<file path="src/hw/rtl/ymbs_pkg.sv">
// Shared types and constants for the YMODEM batch sender.
// Phase, action, timer and operation codes, protocol bytes and field widths.
// No dependencies.
package ymbs_pkg;

    // Field and counter widths
    localparam int LENGTH_BITS = 24;
    localparam int BLOCK_BYTES = 128;
    localparam int BLK_W       = 18;
    localparam int OFF_W       = BLK_W + $clog2(BLOCK_BYTES);
    localparam int CNT_W       = $clog2(BLOCK_BYTES + 1);
    localparam int BYTE_W      = 8;
    localparam int FILE_W      = 8;
    localparam int RETRY_W     = 4;
    localparam int CFG_IDX_W   = 1;
    localparam int CFG_DATA_W  = 8;

    // Configuration register indexes and reset values
    localparam logic [CFG_IDX_W-1:0] CFG_FILE_COUNT  = 1'b0;
    localparam logic [CFG_IDX_W-1:0] CFG_RETRY_LIMIT = 1'b1;
    localparam logic [FILE_W-1:0]    FILE_COUNT_RESET  = 8'd1;
    localparam logic [RETRY_W-1:0]   RETRY_LIMIT_RESET = 4'd10;

    // Receiver bytes
    localparam logic [BYTE_W-1:0] RX_ACK = 8'h06;
    localparam logic [BYTE_W-1:0] RX_NAK = 8'h15;
    localparam logic [BYTE_W-1:0] RX_CAN = 8'h18;
    localparam logic [BYTE_W-1:0] RX_C   = 8'h43;

    typedef enum logic [1:0] {
        OP_RX_BYTE = 2'd0,
        OP_TIMEOUT = 2'd1,
        OP_START   = 2'd2,
        OP_CANCEL  = 2'd3
    } op_t;

    typedef enum logic [2:0] {
        ACT_NONE         = 3'd0,
        ACT_HEADER       = 3'd1,
        ACT_DATA         = 3'd2,
        ACT_EOT          = 3'd3,
        ACT_FINAL_HEADER = 3'd4,
        ACT_CANCEL       = 3'd5
    } action_t;

    typedef enum logic [1:0] {
        TMR_LEAVE  = 2'd0,
        TMR_STOP   = 2'd1,
        TMR_NORMAL = 2'd2,
        TMR_TRIPLE = 2'd3
    } timer_t;

    typedef enum logic [3:0] {
        PH_IDLE      = 4'd0,
        PH_WAIT_START = 4'd1,
        PH_HEADER    = 4'd2,
        PH_DATA      = 4'd3,
        PH_EOT       = 4'd4,
        PH_NEXT_FILE = 4'd5,
        PH_FINAL_REQ = 4'd6,
        PH_FINAL     = 4'd7,
        PH_DONE      = 4'd8,
        PH_ERROR     = 4'd9
    } phase_t;

endpackage

</file>
<file path="src/hw/rtl/ymodem_batch_sender.sv">
// YMODEM batch sender control path: phase machine, retry count and block/file counters.
// Single module; depends on ymbs_pkg.
//
// One item per clock. Each accepted item (received byte, timeout tick, start or
// local cancel) is decoded by one level of next-state logic straight from the input
// ports and produces exactly one result item, captured in the result register in the
// same edge that updates the session state. s_ready is high whenever the result
// register is empty or being drained, so a new item is taken in every cycle while the
// downstream side keeps up; a stalled result holds s_ready low. The result tells the link
// what to send (header, 128-byte data block given as offset and length with 0x1A padding,
// EOT, closing empty header or two CANs), what the response timer must do, and the phase
// after the item. NAKs and timeouts share one retry counter; passing retry_limit cancels
// into the error phase. file_count and retry_limit are written through the cfg port; the
// user must do so only while the block is idle, which the block itself does not enforce.
module ymodem_batch_sender (
    input  logic                                 aclk,
    input  logic                                 aresetn,
    // configuration
    input  logic                                 cfg_wr_en,
    input  logic [ymbs_pkg::CFG_IDX_W-1:0]       cfg_index,
    input  logic [ymbs_pkg::CFG_DATA_W-1:0]      cfg_wdata,
    // input items
    input  logic                                 s_valid,
    output logic                                 s_ready,
    input  logic [1:0]                           s_operation,
    input  logic [ymbs_pkg::BYTE_W-1:0]          s_rx_byte,
    input  logic [ymbs_pkg::LENGTH_BITS-1:0]     s_file_length,
    // result items
    output logic                                 m_valid,
    input  logic                                 m_ready,
    output logic [2:0]                           m_action,
    output logic [ymbs_pkg::BYTE_W-1:0]          m_packet_number,
    output logic [ymbs_pkg::LENGTH_BITS-1:0]     m_data_offset,
    output logic [ymbs_pkg::BYTE_W-1:0]          m_data_length,
    output logic [ymbs_pkg::FILE_W-1:0]          m_file_number,
    output logic [ymbs_pkg::LENGTH_BITS-1:0]     m_current_file_length,
    output logic [1:0]                           m_timer_command,
    output logic [3:0]                           m_phase_out
);

    localparam int LEN_W = ymbs_pkg::LENGTH_BITS;
    localparam int BLK_W = ymbs_pkg::BLK_W;
    localparam int OFF_W = ymbs_pkg::OFF_W;
    localparam int CNT_W = ymbs_pkg::CNT_W;

    // Configuration registers
    logic [ymbs_pkg::FILE_W-1:0]  file_count_reg;
    logic [ymbs_pkg::RETRY_W-1:0] retry_limit_reg;

    // Session state
    ymbs_pkg::phase_t             phase_reg, phase_next;
    logic [ymbs_pkg::RETRY_W-1:0] retry_reg, retry_next;
    logic [BLK_W-1:0]             block_reg, block_next;
    logic [ymbs_pkg::FILE_W-1:0]  file_reg, file_next;
    logic [LEN_W-1:0]             loaded_reg, loaded_next;
    logic [LEN_W-1:0]             sent_reg, sent_next;
    logic                         cancel_reg, cancel_next;

    // Result register
    logic                         m_valid_reg;
    ymbs_pkg::action_t            action_reg, action_next;
    logic [ymbs_pkg::BYTE_W-1:0]  pkt_reg, pkt_next;
    logic [LEN_W-1:0]             doff_reg, doff_next;
    logic [ymbs_pkg::BYTE_W-1:0]  dlen_reg, dlen_next;
    ymbs_pkg::timer_t             timer_reg, timer_next;
    logic [ymbs_pkg::FILE_W-1:0]  file_out_reg;
    logic [LEN_W-1:0]             len_out_reg;
    ymbs_pkg::phase_t             phase_out_reg;

    // Decode helpers
    ymbs_pkg::op_t                op;
    logic                         accept;
    logic                         is_ack, is_nak, is_can, is_req;
    logic                         active, resendable, byte_ok;
    logic                         all_sent;
    logic                         retry_evt, retry_over, resend;
    logic                         emit_req, emit_eot;
    logic [BLK_W-1:0]             bc_emit, blk_idx;
    logic [OFF_W-1:0]             off, remain;
    logic [CNT_W-1:0]             nbytes;
    logic [ymbs_pkg::FILE_W-1:0]  file_inc;

    assign op      = ymbs_pkg::op_t'(s_operation);
    assign s_ready = !m_valid_reg || m_ready;
    assign accept  = s_valid && s_ready;

    assign is_ack = (s_rx_byte == ymbs_pkg::RX_ACK);
    assign is_nak = (s_rx_byte == ymbs_pkg::RX_NAK);
    assign is_can = (s_rx_byte == ymbs_pkg::RX_CAN);
    assign is_req = (s_rx_byte == ymbs_pkg::RX_C) || is_nak;

    assign active = (phase_reg >= ymbs_pkg::PH_WAIT_START) &&
                    (phase_reg <= ymbs_pkg::PH_FINAL);
    // phases in which a packet is outstanding and NAK/timeout means resend
    assign resendable = (phase_reg == ymbs_pkg::PH_HEADER) ||
                        (phase_reg == ymbs_pkg::PH_DATA)   ||
                        (phase_reg == ymbs_pkg::PH_EOT)    ||
                        (phase_reg == ymbs_pkg::PH_FINAL);
    assign byte_ok  = (op == ymbs_pkg::OP_RX_BYTE) && !cancel_reg;
    assign all_sent = (sent_reg >= loaded_reg);
    assign file_inc = file_reg + 1'b1;

    // Retry counting is shared by NAK and timeout
    assign retry_evt  = resendable && ((op == ymbs_pkg::OP_TIMEOUT) || (byte_ok && is_nak));
    assign retry_over = ({1'b0, retry_reg} + 1'b1) > {1'b0, retry_limit_reg};
    assign resend     = retry_evt && !retry_over;

    // Data block issue: first block after 'C' on the header, next block after
    // an ACK with data left, or the same block again on a resend.
    assign emit_req = (byte_ok && (phase_reg == ymbs_pkg::PH_HEADER) &&
                       (s_rx_byte == ymbs_pkg::RX_C)) ||
                      (byte_ok && (phase_reg == ymbs_pkg::PH_DATA) && is_ack && !all_sent) ||
                      (resend && (phase_reg == ymbs_pkg::PH_DATA));

    always_comb begin
        if (phase_reg == ymbs_pkg::PH_HEADER) begin
            bc_emit = BLK_W'(1);
        end else if (byte_ok && is_ack) begin
            bc_emit = block_reg + 1'b1;
        end else begin
            bc_emit = block_reg;
        end
    end

    assign blk_idx  = bc_emit - 1'b1;
    assign off      = OFF_W'(blk_idx) * OFF_W'(ymbs_pkg::BLOCK_BYTES);
    assign emit_eot = (off >= OFF_W'(loaded_reg));
    assign remain   = OFF_W'(loaded_reg) - off;
    assign nbytes   = (remain > OFF_W'(ymbs_pkg::BLOCK_BYTES)) ?
                      CNT_W'(ymbs_pkg::BLOCK_BYTES) : remain[CNT_W-1:0];

    // Next session state
    always_comb begin
        phase_next  = phase_reg;
        retry_next  = retry_reg;
        block_next  = block_reg;
        file_next   = file_reg;
        loaded_next = loaded_reg;
        sent_next   = sent_reg;
        cancel_next = cancel_reg;

        case (op)
            ymbs_pkg::OP_START: begin
                cancel_next = 1'b0;
                file_next   = '0;
                sent_next   = '0;
                retry_next  = '0;
                block_next  = '0;
                if (file_count_reg == '0) begin
                    phase_next = ymbs_pkg::PH_ERROR;
                end else begin
                    loaded_next = s_file_length;
                    phase_next  = ymbs_pkg::PH_WAIT_START;
                end
            end
            ymbs_pkg::OP_CANCEL: begin
                cancel_next = 1'b1;
                if (active) begin
                    phase_next = ymbs_pkg::PH_ERROR;
                end
            end
            ymbs_pkg::OP_TIMEOUT: begin
                // retries handled below
            end
            ymbs_pkg::OP_RX_BYTE: begin
                if (!cancel_reg) begin
                    case (phase_reg)
                        ymbs_pkg::PH_WAIT_START: begin
                            if (is_req) begin
                                retry_next = '0;
                                phase_next = ymbs_pkg::PH_HEADER;
                            end
                        end
                        ymbs_pkg::PH_HEADER: begin
                            if (is_ack) begin
                                retry_next = '0;
                                block_next = BLK_W'(1);
                            end else if (s_rx_byte == ymbs_pkg::RX_C) begin
                                retry_next = '0;
                                block_next = BLK_W'(1);
                                phase_next = ymbs_pkg::PH_DATA;
                            end else if (is_can) begin
                                phase_next = ymbs_pkg::PH_ERROR;
                            end
                        end
                        ymbs_pkg::PH_DATA: begin
                            if (is_ack) begin
                                retry_next = '0;
                                block_next = block_reg + 1'b1;
                                if (all_sent) begin
                                    phase_next = ymbs_pkg::PH_EOT;
                                end
                            end else if (is_can) begin
                                phase_next = ymbs_pkg::PH_ERROR;
                            end
                        end
                        ymbs_pkg::PH_EOT: begin
                            if (is_ack) begin
                                retry_next = '0;
                                file_next  = file_inc;
                                phase_next = (file_inc < file_count_reg) ?
                                             ymbs_pkg::PH_NEXT_FILE : ymbs_pkg::PH_FINAL_REQ;
                            end else if (is_can) begin
                                phase_next = ymbs_pkg::PH_ERROR;
                            end
                        end
                        ymbs_pkg::PH_NEXT_FILE: begin
                            if (is_req) begin
                                retry_next = '0;
                                if (file_reg >= file_count_reg) begin
                                    phase_next = ymbs_pkg::PH_ERROR;
                                end else begin
                                    loaded_next = s_file_length;
                                    sent_next   = '0;
                                    phase_next  = ymbs_pkg::PH_HEADER;
                                end
                            end
                        end
                        ymbs_pkg::PH_FINAL_REQ: begin
                            if (is_req) begin
                                retry_next = '0;
                                phase_next = ymbs_pkg::PH_FINAL;
                            end
                        end
                        ymbs_pkg::PH_FINAL: begin
                            if (is_ack) begin
                                phase_next = ymbs_pkg::PH_DONE;
                            end else if (is_can) begin
                                phase_next = ymbs_pkg::PH_ERROR;
                            end
                        end
                        default: begin
                        end
                    endcase
                end
            end
            default: begin
            end
        endcase

        if (retry_evt) begin
            if (retry_over) begin
                phase_next = ymbs_pkg::PH_ERROR;
            end else begin
                retry_next = retry_reg + 1'b1;
            end
        end

        // block past end of file turns into EOT
        if (emit_req) begin
            if (emit_eot) begin
                phase_next = ymbs_pkg::PH_EOT;
                retry_next = '0;
            end else begin
                sent_next = LEN_W'(off + OFF_W'(nbytes));
            end
        end
    end

    // Result item
    always_comb begin
        action_next = ymbs_pkg::ACT_NONE;
        timer_next  = ymbs_pkg::TMR_LEAVE;
        pkt_next    = '0;
        doff_next   = '0;
        dlen_next   = '0;

        case (op)
            ymbs_pkg::OP_START: begin
                timer_next = (file_count_reg == '0) ? ymbs_pkg::TMR_STOP : ymbs_pkg::TMR_TRIPLE;
            end
            ymbs_pkg::OP_CANCEL: begin
                if (active) begin
                    action_next = ymbs_pkg::ACT_CANCEL;
                    timer_next  = ymbs_pkg::TMR_STOP;
                end
            end
            ymbs_pkg::OP_TIMEOUT: begin
                if (phase_reg == ymbs_pkg::PH_WAIT_START) begin
                    timer_next = ymbs_pkg::TMR_TRIPLE;
                end else if ((phase_reg == ymbs_pkg::PH_NEXT_FILE) ||
                             (phase_reg == ymbs_pkg::PH_FINAL_REQ)) begin
                    timer_next = ymbs_pkg::TMR_NORMAL;
                end
            end
            ymbs_pkg::OP_RX_BYTE: begin
                if (!cancel_reg) begin
                    case (phase_reg)
                        ymbs_pkg::PH_WAIT_START: begin
                            if (is_req) begin
                                action_next = ymbs_pkg::ACT_HEADER;
                                timer_next  = ymbs_pkg::TMR_NORMAL;
                            end
                        end
                        ymbs_pkg::PH_HEADER: begin
                            if (is_ack) begin
                                timer_next = ymbs_pkg::TMR_TRIPLE;
                            end else if (s_rx_byte == ymbs_pkg::RX_C) begin
                                timer_next = ymbs_pkg::TMR_NORMAL;
                            end else if (is_can) begin
                                timer_next = ymbs_pkg::TMR_STOP;
                            end
                        end
                        ymbs_pkg::PH_DATA: begin
                            if (is_ack) begin
                                timer_next = ymbs_pkg::TMR_NORMAL;
                                if (all_sent) begin
                                    action_next = ymbs_pkg::ACT_EOT;
                                end
                            end else if (is_can) begin
                                timer_next = ymbs_pkg::TMR_STOP;
                            end
                        end
                        ymbs_pkg::PH_EOT: begin
                            if (is_ack) begin
                                timer_next = ymbs_pkg::TMR_TRIPLE;
                            end else if (is_can) begin
                                timer_next = ymbs_pkg::TMR_STOP;
                            end
                        end
                        ymbs_pkg::PH_NEXT_FILE: begin
                            if (is_req) begin
                                if (file_reg >= file_count_reg) begin
                                    timer_next = ymbs_pkg::TMR_STOP;
                                end else begin
                                    action_next = ymbs_pkg::ACT_HEADER;
                                    timer_next  = ymbs_pkg::TMR_NORMAL;
                                end
                            end
                        end
                        ymbs_pkg::PH_FINAL_REQ: begin
                            if (is_req) begin
                                action_next = ymbs_pkg::ACT_FINAL_HEADER;
                                timer_next  = ymbs_pkg::TMR_NORMAL;
                            end
                        end
                        ymbs_pkg::PH_FINAL: begin
                            if (is_ack || is_can) begin
                                timer_next = ymbs_pkg::TMR_STOP;
                            end
                        end
                        default: begin
                        end
                    endcase
                end
            end
            default: begin
            end
        endcase

        if (retry_evt) begin
            if (retry_over) begin
                action_next = ymbs_pkg::ACT_CANCEL;
                timer_next  = ymbs_pkg::TMR_STOP;
            end else begin
                timer_next = ymbs_pkg::TMR_NORMAL;
                case (phase_reg)
                    ymbs_pkg::PH_HEADER: action_next = ymbs_pkg::ACT_HEADER;
                    ymbs_pkg::PH_EOT:    action_next = ymbs_pkg::ACT_EOT;
                    ymbs_pkg::PH_FINAL:  action_next = ymbs_pkg::ACT_FINAL_HEADER;
                    default:             action_next = ymbs_pkg::ACT_NONE;
                endcase
            end
        end

        if (emit_req) begin
            if (emit_eot) begin
                action_next = ymbs_pkg::ACT_EOT;
            end else begin
                action_next = ymbs_pkg::ACT_DATA;
                pkt_next    = bc_emit[ymbs_pkg::BYTE_W-1:0];
                doff_next   = off[LEN_W-1:0];
                dlen_next   = ymbs_pkg::BYTE_W'(nbytes);
            end
        end
    end

    // Configuration registers
    always_ff @(posedge aclk) begin
        if (!aresetn) begin
            file_count_reg  <= ymbs_pkg::FILE_COUNT_RESET;
            retry_limit_reg <= ymbs_pkg::RETRY_LIMIT_RESET;
        end else if (cfg_wr_en) begin
            case (cfg_index)
                ymbs_pkg::CFG_FILE_COUNT:  file_count_reg  <= cfg_wdata[ymbs_pkg::FILE_W-1:0];
                ymbs_pkg::CFG_RETRY_LIMIT: retry_limit_reg <= cfg_wdata[ymbs_pkg::RETRY_W-1:0];
                default: begin
                end
            endcase
        end
    end

    // Session state and result valid
    always_ff @(posedge aclk) begin
        if (!aresetn) begin
            phase_reg   <= ymbs_pkg::PH_IDLE;
            retry_reg   <= '0;
            block_reg   <= '0;
            file_reg    <= '0;
            loaded_reg  <= '0;
            sent_reg    <= '0;
            cancel_reg  <= 1'b0;
            m_valid_reg <= 1'b0;
        end else begin
            if (accept) begin
                phase_reg  <= phase_next;
                retry_reg  <= retry_next;
                block_reg  <= block_next;
                file_reg   <= file_next;
                loaded_reg <= loaded_next;
                sent_reg   <= sent_next;
                cancel_reg <= cancel_next;
            end
            if (accept) begin
                m_valid_reg <= 1'b1;
            end else if (m_ready) begin
                m_valid_reg <= 1'b0;
            end
        end
    end

    // Result payload
    always_ff @(posedge aclk) begin
        if (accept) begin
            action_reg    <= action_next;
            pkt_reg       <= pkt_next;
            doff_reg      <= doff_next;
            dlen_reg      <= dlen_next;
            timer_reg     <= timer_next;
            file_out_reg  <= file_next;
            len_out_reg   <= loaded_next;
            phase_out_reg <= phase_next;
        end
    end

    assign m_valid               = m_valid_reg;
    assign m_action              = action_reg;
    assign m_packet_number       = pkt_reg;
    assign m_data_offset         = doff_reg;
    assign m_data_length         = dlen_reg;
    assign m_timer_command       = timer_reg;
    assign m_file_number         = file_out_reg;
    assign m_current_file_length = len_out_reg;
    assign m_phase_out           = phase_out_reg;

`ifndef ASSERT_OFF
    // two CANs always land in the error phase
    assert property (@(posedge aclk) disable iff (!aresetn)
        (accept && (action_next == ymbs_pkg::ACT_CANCEL)) |=>
        (phase_reg == ymbs_pkg::PH_ERROR))
        else $error("cancel issued without entering error phase");

    // a good start clears the session counters
    assert property (@(posedge aclk) disable iff (!aresetn)
        (accept && (op == ymbs_pkg::OP_START) && (file_count_reg != '0)) |=>
        ((phase_reg == ymbs_pkg::PH_WAIT_START) && (retry_reg == '0) &&
         (block_reg == '0) && (file_reg == '0) && (sent_reg == '0)))
        else $error("start did not reset the session");

    // progress never runs past the loaded file
    assert property (@(posedge aclk) disable iff (!aresetn)
        sent_reg <= loaded_reg)
        else $error("sent bytes exceed file length");

    // a data block is non-empty and lies inside the current file
    assert property (@(posedge aclk) disable iff (!aresetn)
        (m_valid_reg && (action_reg == ymbs_pkg::ACT_DATA)) |->
        ((dlen_reg != '0) && ({1'b0, doff_reg} + (LEN_W + 1)'(dlen_reg) <=
                              {1'b0, len_out_reg})))
        else $error("data block outside file");
`endif

endmodule

</file>
<file path="config.mk">
export PLATFORM = sky130hd
export DESIGN_NAME = ymodem_batch_sender
export DESIGN_NICKNAME = d
export VERILOG_FILES = /design/src/hw/rtl/ymbs_pkg.sv /design/src/hw/rtl/ymodem_batch_sender.sv
export SDC_FILE = /design/constraint.sdc
export NUM_CORES = 1
export LEC_CHECK = 0
export BUFFER_PORTS_ARGS = -buffer_cell sky130_fd_sc_hd__buf_4
export CAP_MARGIN = 20
export CORE_MARGIN = 8
export CORE_UTILIZATION = 35
export CTS_CLUSTER_DIAMETER = 150
export DETAILED_ROUTE_END_ITERATION = 8
export PLACE_DENSITY = 0.56
export SLEW_MARGIN = 20
export SYNTH_ARGS = -nofsm -noshare
export SYNTH_HDL_FRONTEND = slang
export SYNTH_SLANG_ARGS = --single-unit
</file>
<file path="constraint.sdc">
create_clock -name aclk -period 15.1 [get_ports aclk]
set_input_delay 0.755 -clock aclk [delete_from_list [all_inputs] [get_ports aclk]]
set_output_delay 0.755 -clock aclk [all_outputs]
set_load 0.05 [all_outputs]
</file>
# After elaboration in Yosys (flattened, before gate mapping)
# Cells that the tools add are included.
[totals] register_bits=177 inputBits=48 output_inout_bits=83
[classes] addsub=7 order_cmp=8 n_eq_ne=18 n_mux=94 n_bitwise=2 reduce_logical=40
[op_table] op="2-to-1 mux 24 bit" n=11
[op_table] op="2-to-1 mux 18 bit" n=6
[op_table] op="2-to-1 mux 4 bit" n=27
[op_table] op="case mux 24 bit (2 select lines)" n=2
[op_table] op="case mux 18 bit (2 select lines)" n=2
[op_table] op="2-to-1 mux 2 bit" n=16
[op_table] op="2-to-1 mux 8 bit" n=4
[op_table] op="case mux 4 bit (7 select lines)" n=1
[op_table] op="greater-or-equal comparator 25 x 24 -> 1 bit" n=1
[op_table] op="> comparator 25 x 8 -> 1 bit, second input constant" n=1
[op_table] op="subtractor 24 x 25 -> 25 bit" n=1
[op_table] op="adder 24 x 8 -> 24 bit" n=1
[op_table] op="greater-or-equal comparator 24 bit" n=1
[op_table] op="case mux 4 bit (3 select lines)" n=2
[op_table] op="adder 18 x 1 -> 18 bit, second input constant" n=1
[op_table] op="2-to-1 mux 3 bit" n=6
[op_table] op="subtractor 18 x 1 -> 18 bit, second input constant" n=1
[op_table] op="equality test 4 x 3 -> 1 bit, second input constant" n=4
[op_table] op="equality test 8 x 5 -> 1 bit, second input constant" n=2
[op_table] op="case mux 8 bit (2 select lines)" n=1
[op_table] op="logical AND 1 bit" n=13
[op_table] op="case mux 2 bit (6 select lines)" n=1
[op_table] op="case mux 3 bit (4 select lines)" n=1
[op_table] op="logical OR 1 bit" n=10
[op_table] op="32 further kinds" n=53

# Depth between registers and ports, before layout
[depth] ltp_word=12 depth_mapped=34 depth_no_buf=32

# Worst setup path before layout
# No wires, ideal clock.
[synth_path] path_kind="input to register" start="input port s_operation[0]" end="register sent_reg[21]" setup_ns=0.116 arrival_time_ns=6.928 path_slack_ns=8.056 path_stages=34 path_buffers=2 path_cell_list="inv_1 -> ha_1 -> nor2b_1 -> buf_2 -> nand3_1 -> clkbuf_1 -> xnor2_1 -> nand2_1 -> inv_1 -> ha_1 -> o211a_1 -> o21ai_0 -> xnor2_1 -> ha_1 -> a21oi_1 -> nor2b_1 -> or3_1 -> o32ai_1 -> xnor2_1 -> xor3_1 -> nand4_1 -> a311oi_1 -> o221ai_1 -> or4b_4 -> nor4b_4 -> nor2_1 -> ha_1 -> nor3b_1 -> nor2b_1 -> nand2b_1 -> nor3_1 -> xnor2_1 -> a22oi_2 -> nor2b_2"
[synth_via] elab_chain_cells=12 elab_cells_between_ends=28 cone_classes="add/sub: 3; order compare: 2; eq/ne: 2; mux: 6; reduce/logical: 15"
[synth_rtl] item="start: declaration" line_no="ymodem_batch_sender.sv:25" source="input logic [1:0] s_operation,"
[synth_rtl] item="zero test 2 bit *" line_no="ymodem_batch_sender.sv:99" source="assign byte_ok = (op == ymbs_pkg::OP_RX_BYTE) && !cancel_reg;"
[synth_rtl] item="logical AND 1 bit *" line_no="ymodem_batch_sender.sv:99"
[synth_rtl] item="logical AND 1 bit *" line_no="ymodem_batch_sender.sv:118" source="end else if (byte_ok && is_ack) begin"
[synth_rtl] item="2-to-1 mux 18 bit *" line_no="ymodem_batch_sender.sv:118"
[synth_rtl] item="2-to-1 mux 18 bit *" line_no="ymodem_batch_sender.sv:116" source="if (phase_reg == ymbs_pkg::PH_HEADER) begin"
[synth_rtl] item="subtractor 18 x 1 -> 18 bit *" line_no="ymodem_batch_sender.sv:125" source="assign blk_idx = bc_emit - 1'b1;"
[synth_rtl] item="net blk_idx[0]" line_no="ymodem_batch_sender.sv:78" source="logic [BLK_W-1:0] bc_emit, blk_idx;"
[synth_rtl] item="subtractor 24 x 25 -> 25 bit" line_no="ymodem_batch_sender.sv:128" source="assign remain = OFF_W'(loaded_reg) - off;"
[synth_rtl] item="> comparator 25 x 8 -> 1 bit" line_no="ymodem_batch_sender.sv:129" source="assign nbytes = (remain > OFF_W'(ymbs_pkg::BLOCK_BYTES)) ?"
[synth_rtl] item="2-to-1 mux 8 bit" line_no="ymodem_batch_sender.sv:129"
[synth_rtl] item="adder 24 x 8 -> 24 bit" line_no="ymodem_batch_sender.sv:255" source="sent_next = LEN_W'(off + OFF_W'(nbytes));"
[synth_rtl] item="2-to-1 mux 24 bit *" line_no="ymodem_batch_sender.sv:251" source="if (emit_eot) begin"
[synth_rtl] item="2-to-1 mux 24 bit *" line_no="ymodem_batch_sender.sv:250" source="if (emit_req) begin"
[synth_rtl] item="end signal: assignment" line_no="ymodem_batch_sender.sv:411" source="sent_reg <= sent_next;"
[synth_rtl] item="end: declaration" line_no="ymodem_batch_sender.sv:56" source="logic [LEN_W-1:0] sent_reg, sent_next;"
# The timed path passes the listed nets; every way through them passes the cells marked *.
# A chain may end at the register's enable or synchronous reset.

# Final worst setup path
# Ends and elaborated chain as after synthesis.

==> results by group <==
GRT
  – Vias in the first global route: 10.1k
  – Initial antenna violation count: 0
  – GRT Util Overall: between 10% and 20%
  – Grt total ovfl: 0
  – Pin count of the biggest net entering global routing: 96
  – First-pass GRT wire length: 58100 um

Clock network
  – Number of gates resized after CTS: 0
  – Root Driver: clkbuf_16
  – CTS tree: built
  – Hold Buf Count CTS: 0
  – Clock latency on the worst-skew pair: 0.46 ns
  – Max clock buf depth: 2
  – H-Tree Depth: 4
  – Clock slew at reported path FFs: 0.06 ns
  – TritonCTS buffer count: 17
  – Clock sink count: 170
  – Setup Fix Bufs, Post-CTS: 0

Pwr
  – PwrDens: 90.0 mW/mm2
  – Worst vdd ir: between 0.07 and 0.08 mV
  – Leak Pwr: between 5 and 6 nW

Hold path
  – Hold crit path type: reg -> reg

STA
  – Hold_ws: 0.472 ns
  – Final period util: 60.8%
  – Endpoints failing setup: 0
  – Relative slew slack: a little over a quarter
  – Final Hold Vio Count: 0
  – Crit path time final: about 9 ns
  – Max-slew violations: 0
  – Fmax: 109 MHz
  – RSZ-0062 raised after global routing: no
  – TNS Setup: 0 ns
  – Clk_skew: 0.0170 ns
  – Worst slew pin tran: around 1.1 ns

Place
  – Routability Congestion: 0.901
  – Hpwl dp: between 20000 and 30000 um
  – Port Buf Inserts: about 120
  – Inst Count DP: around 1.9k
  – Post-DP Area: approximately 0.013 mm2

Run
  – Maximum capacitance violations: 0

Synthesis
  – Post-synth EDFFs: 74
  – Post-Syn Area: 0.0119 mm2
  – #FFs+latches synth: 170
  – Cells after Synth: 1355
  – Dominant synthesized flop cell: dfxtp_1
  – Synth warnings: 0
  – Post-synth cell types: 100
  – Post-synthesis sequential area ratio: 34.7%
  – Ys async rst share: 0%
  – Syn avg cell area: 8.80 um2

Setup path
  – Crit-path slowest cell: ha_1
  – Worst path max stage delay: 0.70 ns
  – CP max FO: 22
  – Critical path startpoint category: input port
  – Required time worst endpoint: approximately 15 ns
  – WP data arrival: 9.52 ns
  – Setup CP Type: in -> reg
  – Kind of end point of the critical path: flop

Floorplanning
  – Die area: 0.0402 mm2
  – Core area: between 0.03 and 0.04 mm2
  – DIE HEIGHT: 201 um
  – Chip Width: roughly 200 um
  – Row count: 67
  – Ports: 131
  – Initial Util: between 30% and 40%

Finish
  – Area grow syn2layout: 15.7%
  – Antenna diodes: 0
  – Layout Nets: 1541
  – Final Cell Area: about 0.014 mm2
  – Ratio of cells with drive above 1 in the final layout: ~17%
  – Fill count: about 3.4k
  – Post-route non-filler standard cell count: ~1.9k

Detailed routing
  – Initial DRC count: 785
  – # DRC: 0
  – Number of antenna-violating nets in the routed design: 0
  – DR WL/cell: 19.4 um
  – Routed wire length: 36600 um
  – Via count: 10.5k
  – Vias per inst: 5.57
  – DRT Pass-1 Iters: 5

Outcome
  – Status: finished, final reports clean
per-stage QoR:
step,util (%),worst slack (ns),power (mW)
final,41.1,5.93,1.24
after global routing,41.1,5.41,1.28
after CTS,41.1,6.08,1.25
after detailed placement,39.1,5.63,0.734
after global placement,39.1,5.92,0.734
after floorplan,-,8.06,0.668
routing by layer:
layer | part of all wire, % | global-route usage, % | wire, um | up-vias
met2 | 49 | 30.0 | 17900 | 275
met5 | 0 | 0 | 0 | -
li1 | - | - | - | 5122
met3 | 3.7 | 2.81 | 1340 | 33
met1 | 46 | 23.0 | 16800 | 5085
met4 | 1.6 | 4.94 | 587 | 0
path summary, 6_finish.rpt:
path	startpoint	end	slack, ns	cells past startpoint
setup / recovery	s_operation[0]	sent_reg[21]$_SDFFE_PN0P_	5.93	33
hold / removal	sent_reg[14]$_SDFFE_PN0P_	sent_reg[14]$_SDFFE_PN0P_	0.47	1
setup reg to reg	cancel_reg$_SDFFE_PN0P_	sent_reg[21]$_SDFFE_PN0P_	6.70	30
hold reg to reg	sent_reg[14]$_SDFFE_PN0P_	sent_reg[14]$_SDFFE_PN0P_	0.47	1
worst max-delay path, delay by kind of cell:
| kind | cells | cell delay, ns |
|---|---|---|
| XOR/XNOR | 5 | 1.37 |
| AND/OR/NAND/NOR | 14 | 3.61 |
| AO/OA/AOI/OAI | 7 | 1.76 |
| adder cells (fa/ha/maj) | 4 | 1.62 |
| buffers and inverters | 3 | 0.38 |
cell usage after synthesis (15+ instances only):
master      n  area share, %
nand2_1   104            3.3
dfxtp_1    96             16
a21oi_1    72            3.0
edfxtp_1   74             19
a21o_1     20            1.3
or3_1      15           0.79
xor2_1     18            1.3
nor2b_1    68            3.6
inv_1      63            2.0
ha_1       65            6.8
nor2_1    111            3.5
a22oi_2    16            1.7
nand2b_1   15           0.79
and3_1     15           0.79
nand3_1    43            1.8
xnor2_1    36            2.6
a22o_1     24            1.8
nor4_1     20            1.0
a211oi_1   17            1.1
o21ai_0    63            2.6
nand4_1    19            1.0
clkbuf_1   60            1.9
a21boi_0   18            1.1
nor3_1     44            1.8
cell families (layout without fill, tap and decap cells):
| logic type | Yosys count | in the layout | share of synthesized area, % |
|---|---|---|---|
| buf+inv | 149 | 228 | 5.40 |
| other cells | 1 | 7 | 0.0314 |
| xor+xnor | 58 | 58 | 4.68 |
| compound gates | 365 | 365 | 22.2 |
| simple gates | 534 | 534 | 24.8 |
| mux | 8 | 8 | 0.892 |
| fa+ha+maj | 70 | 70 | 7.32 |
| flops | 170 | 170 | 34.7 |
power breakdown:
part	internal [mW]	total, mW	switching, mW
logic	0.0747	0.215	0.140
registers	0.497	0.508	0.0106
clock network	0.314	0.519	0.205
cell type report:
cell class	count	area (um2)	area share, %
Sequential cell	170	4140	30.0
Multi-Input combinational cell	1042	7180	52.0
Timing Repair Buffer	133	998	7.24
Clock inverter	15	255	1.85
Tap cell	448	561	4.06
Clock buffer	17	425	3.08
Inverter	63	239	1.73
cells in the final DEF, fill, tap and decap left out, drive strengths merged, types with 18 or more instances in the layout:
cell type,n
nand3,45
nand4,19
nor2b,77
inv,70
ha,65
nor2,112
nor3,45
dfxtp,96
nor4,27
a21boi,18
a21o,21
xor2,18
xnor2,37
a22oi,30
edfxtp,74
nand2,104
buf,133
a21oi,72
a22o,24
o21ai,68
(Power assumes the default switching activity.)
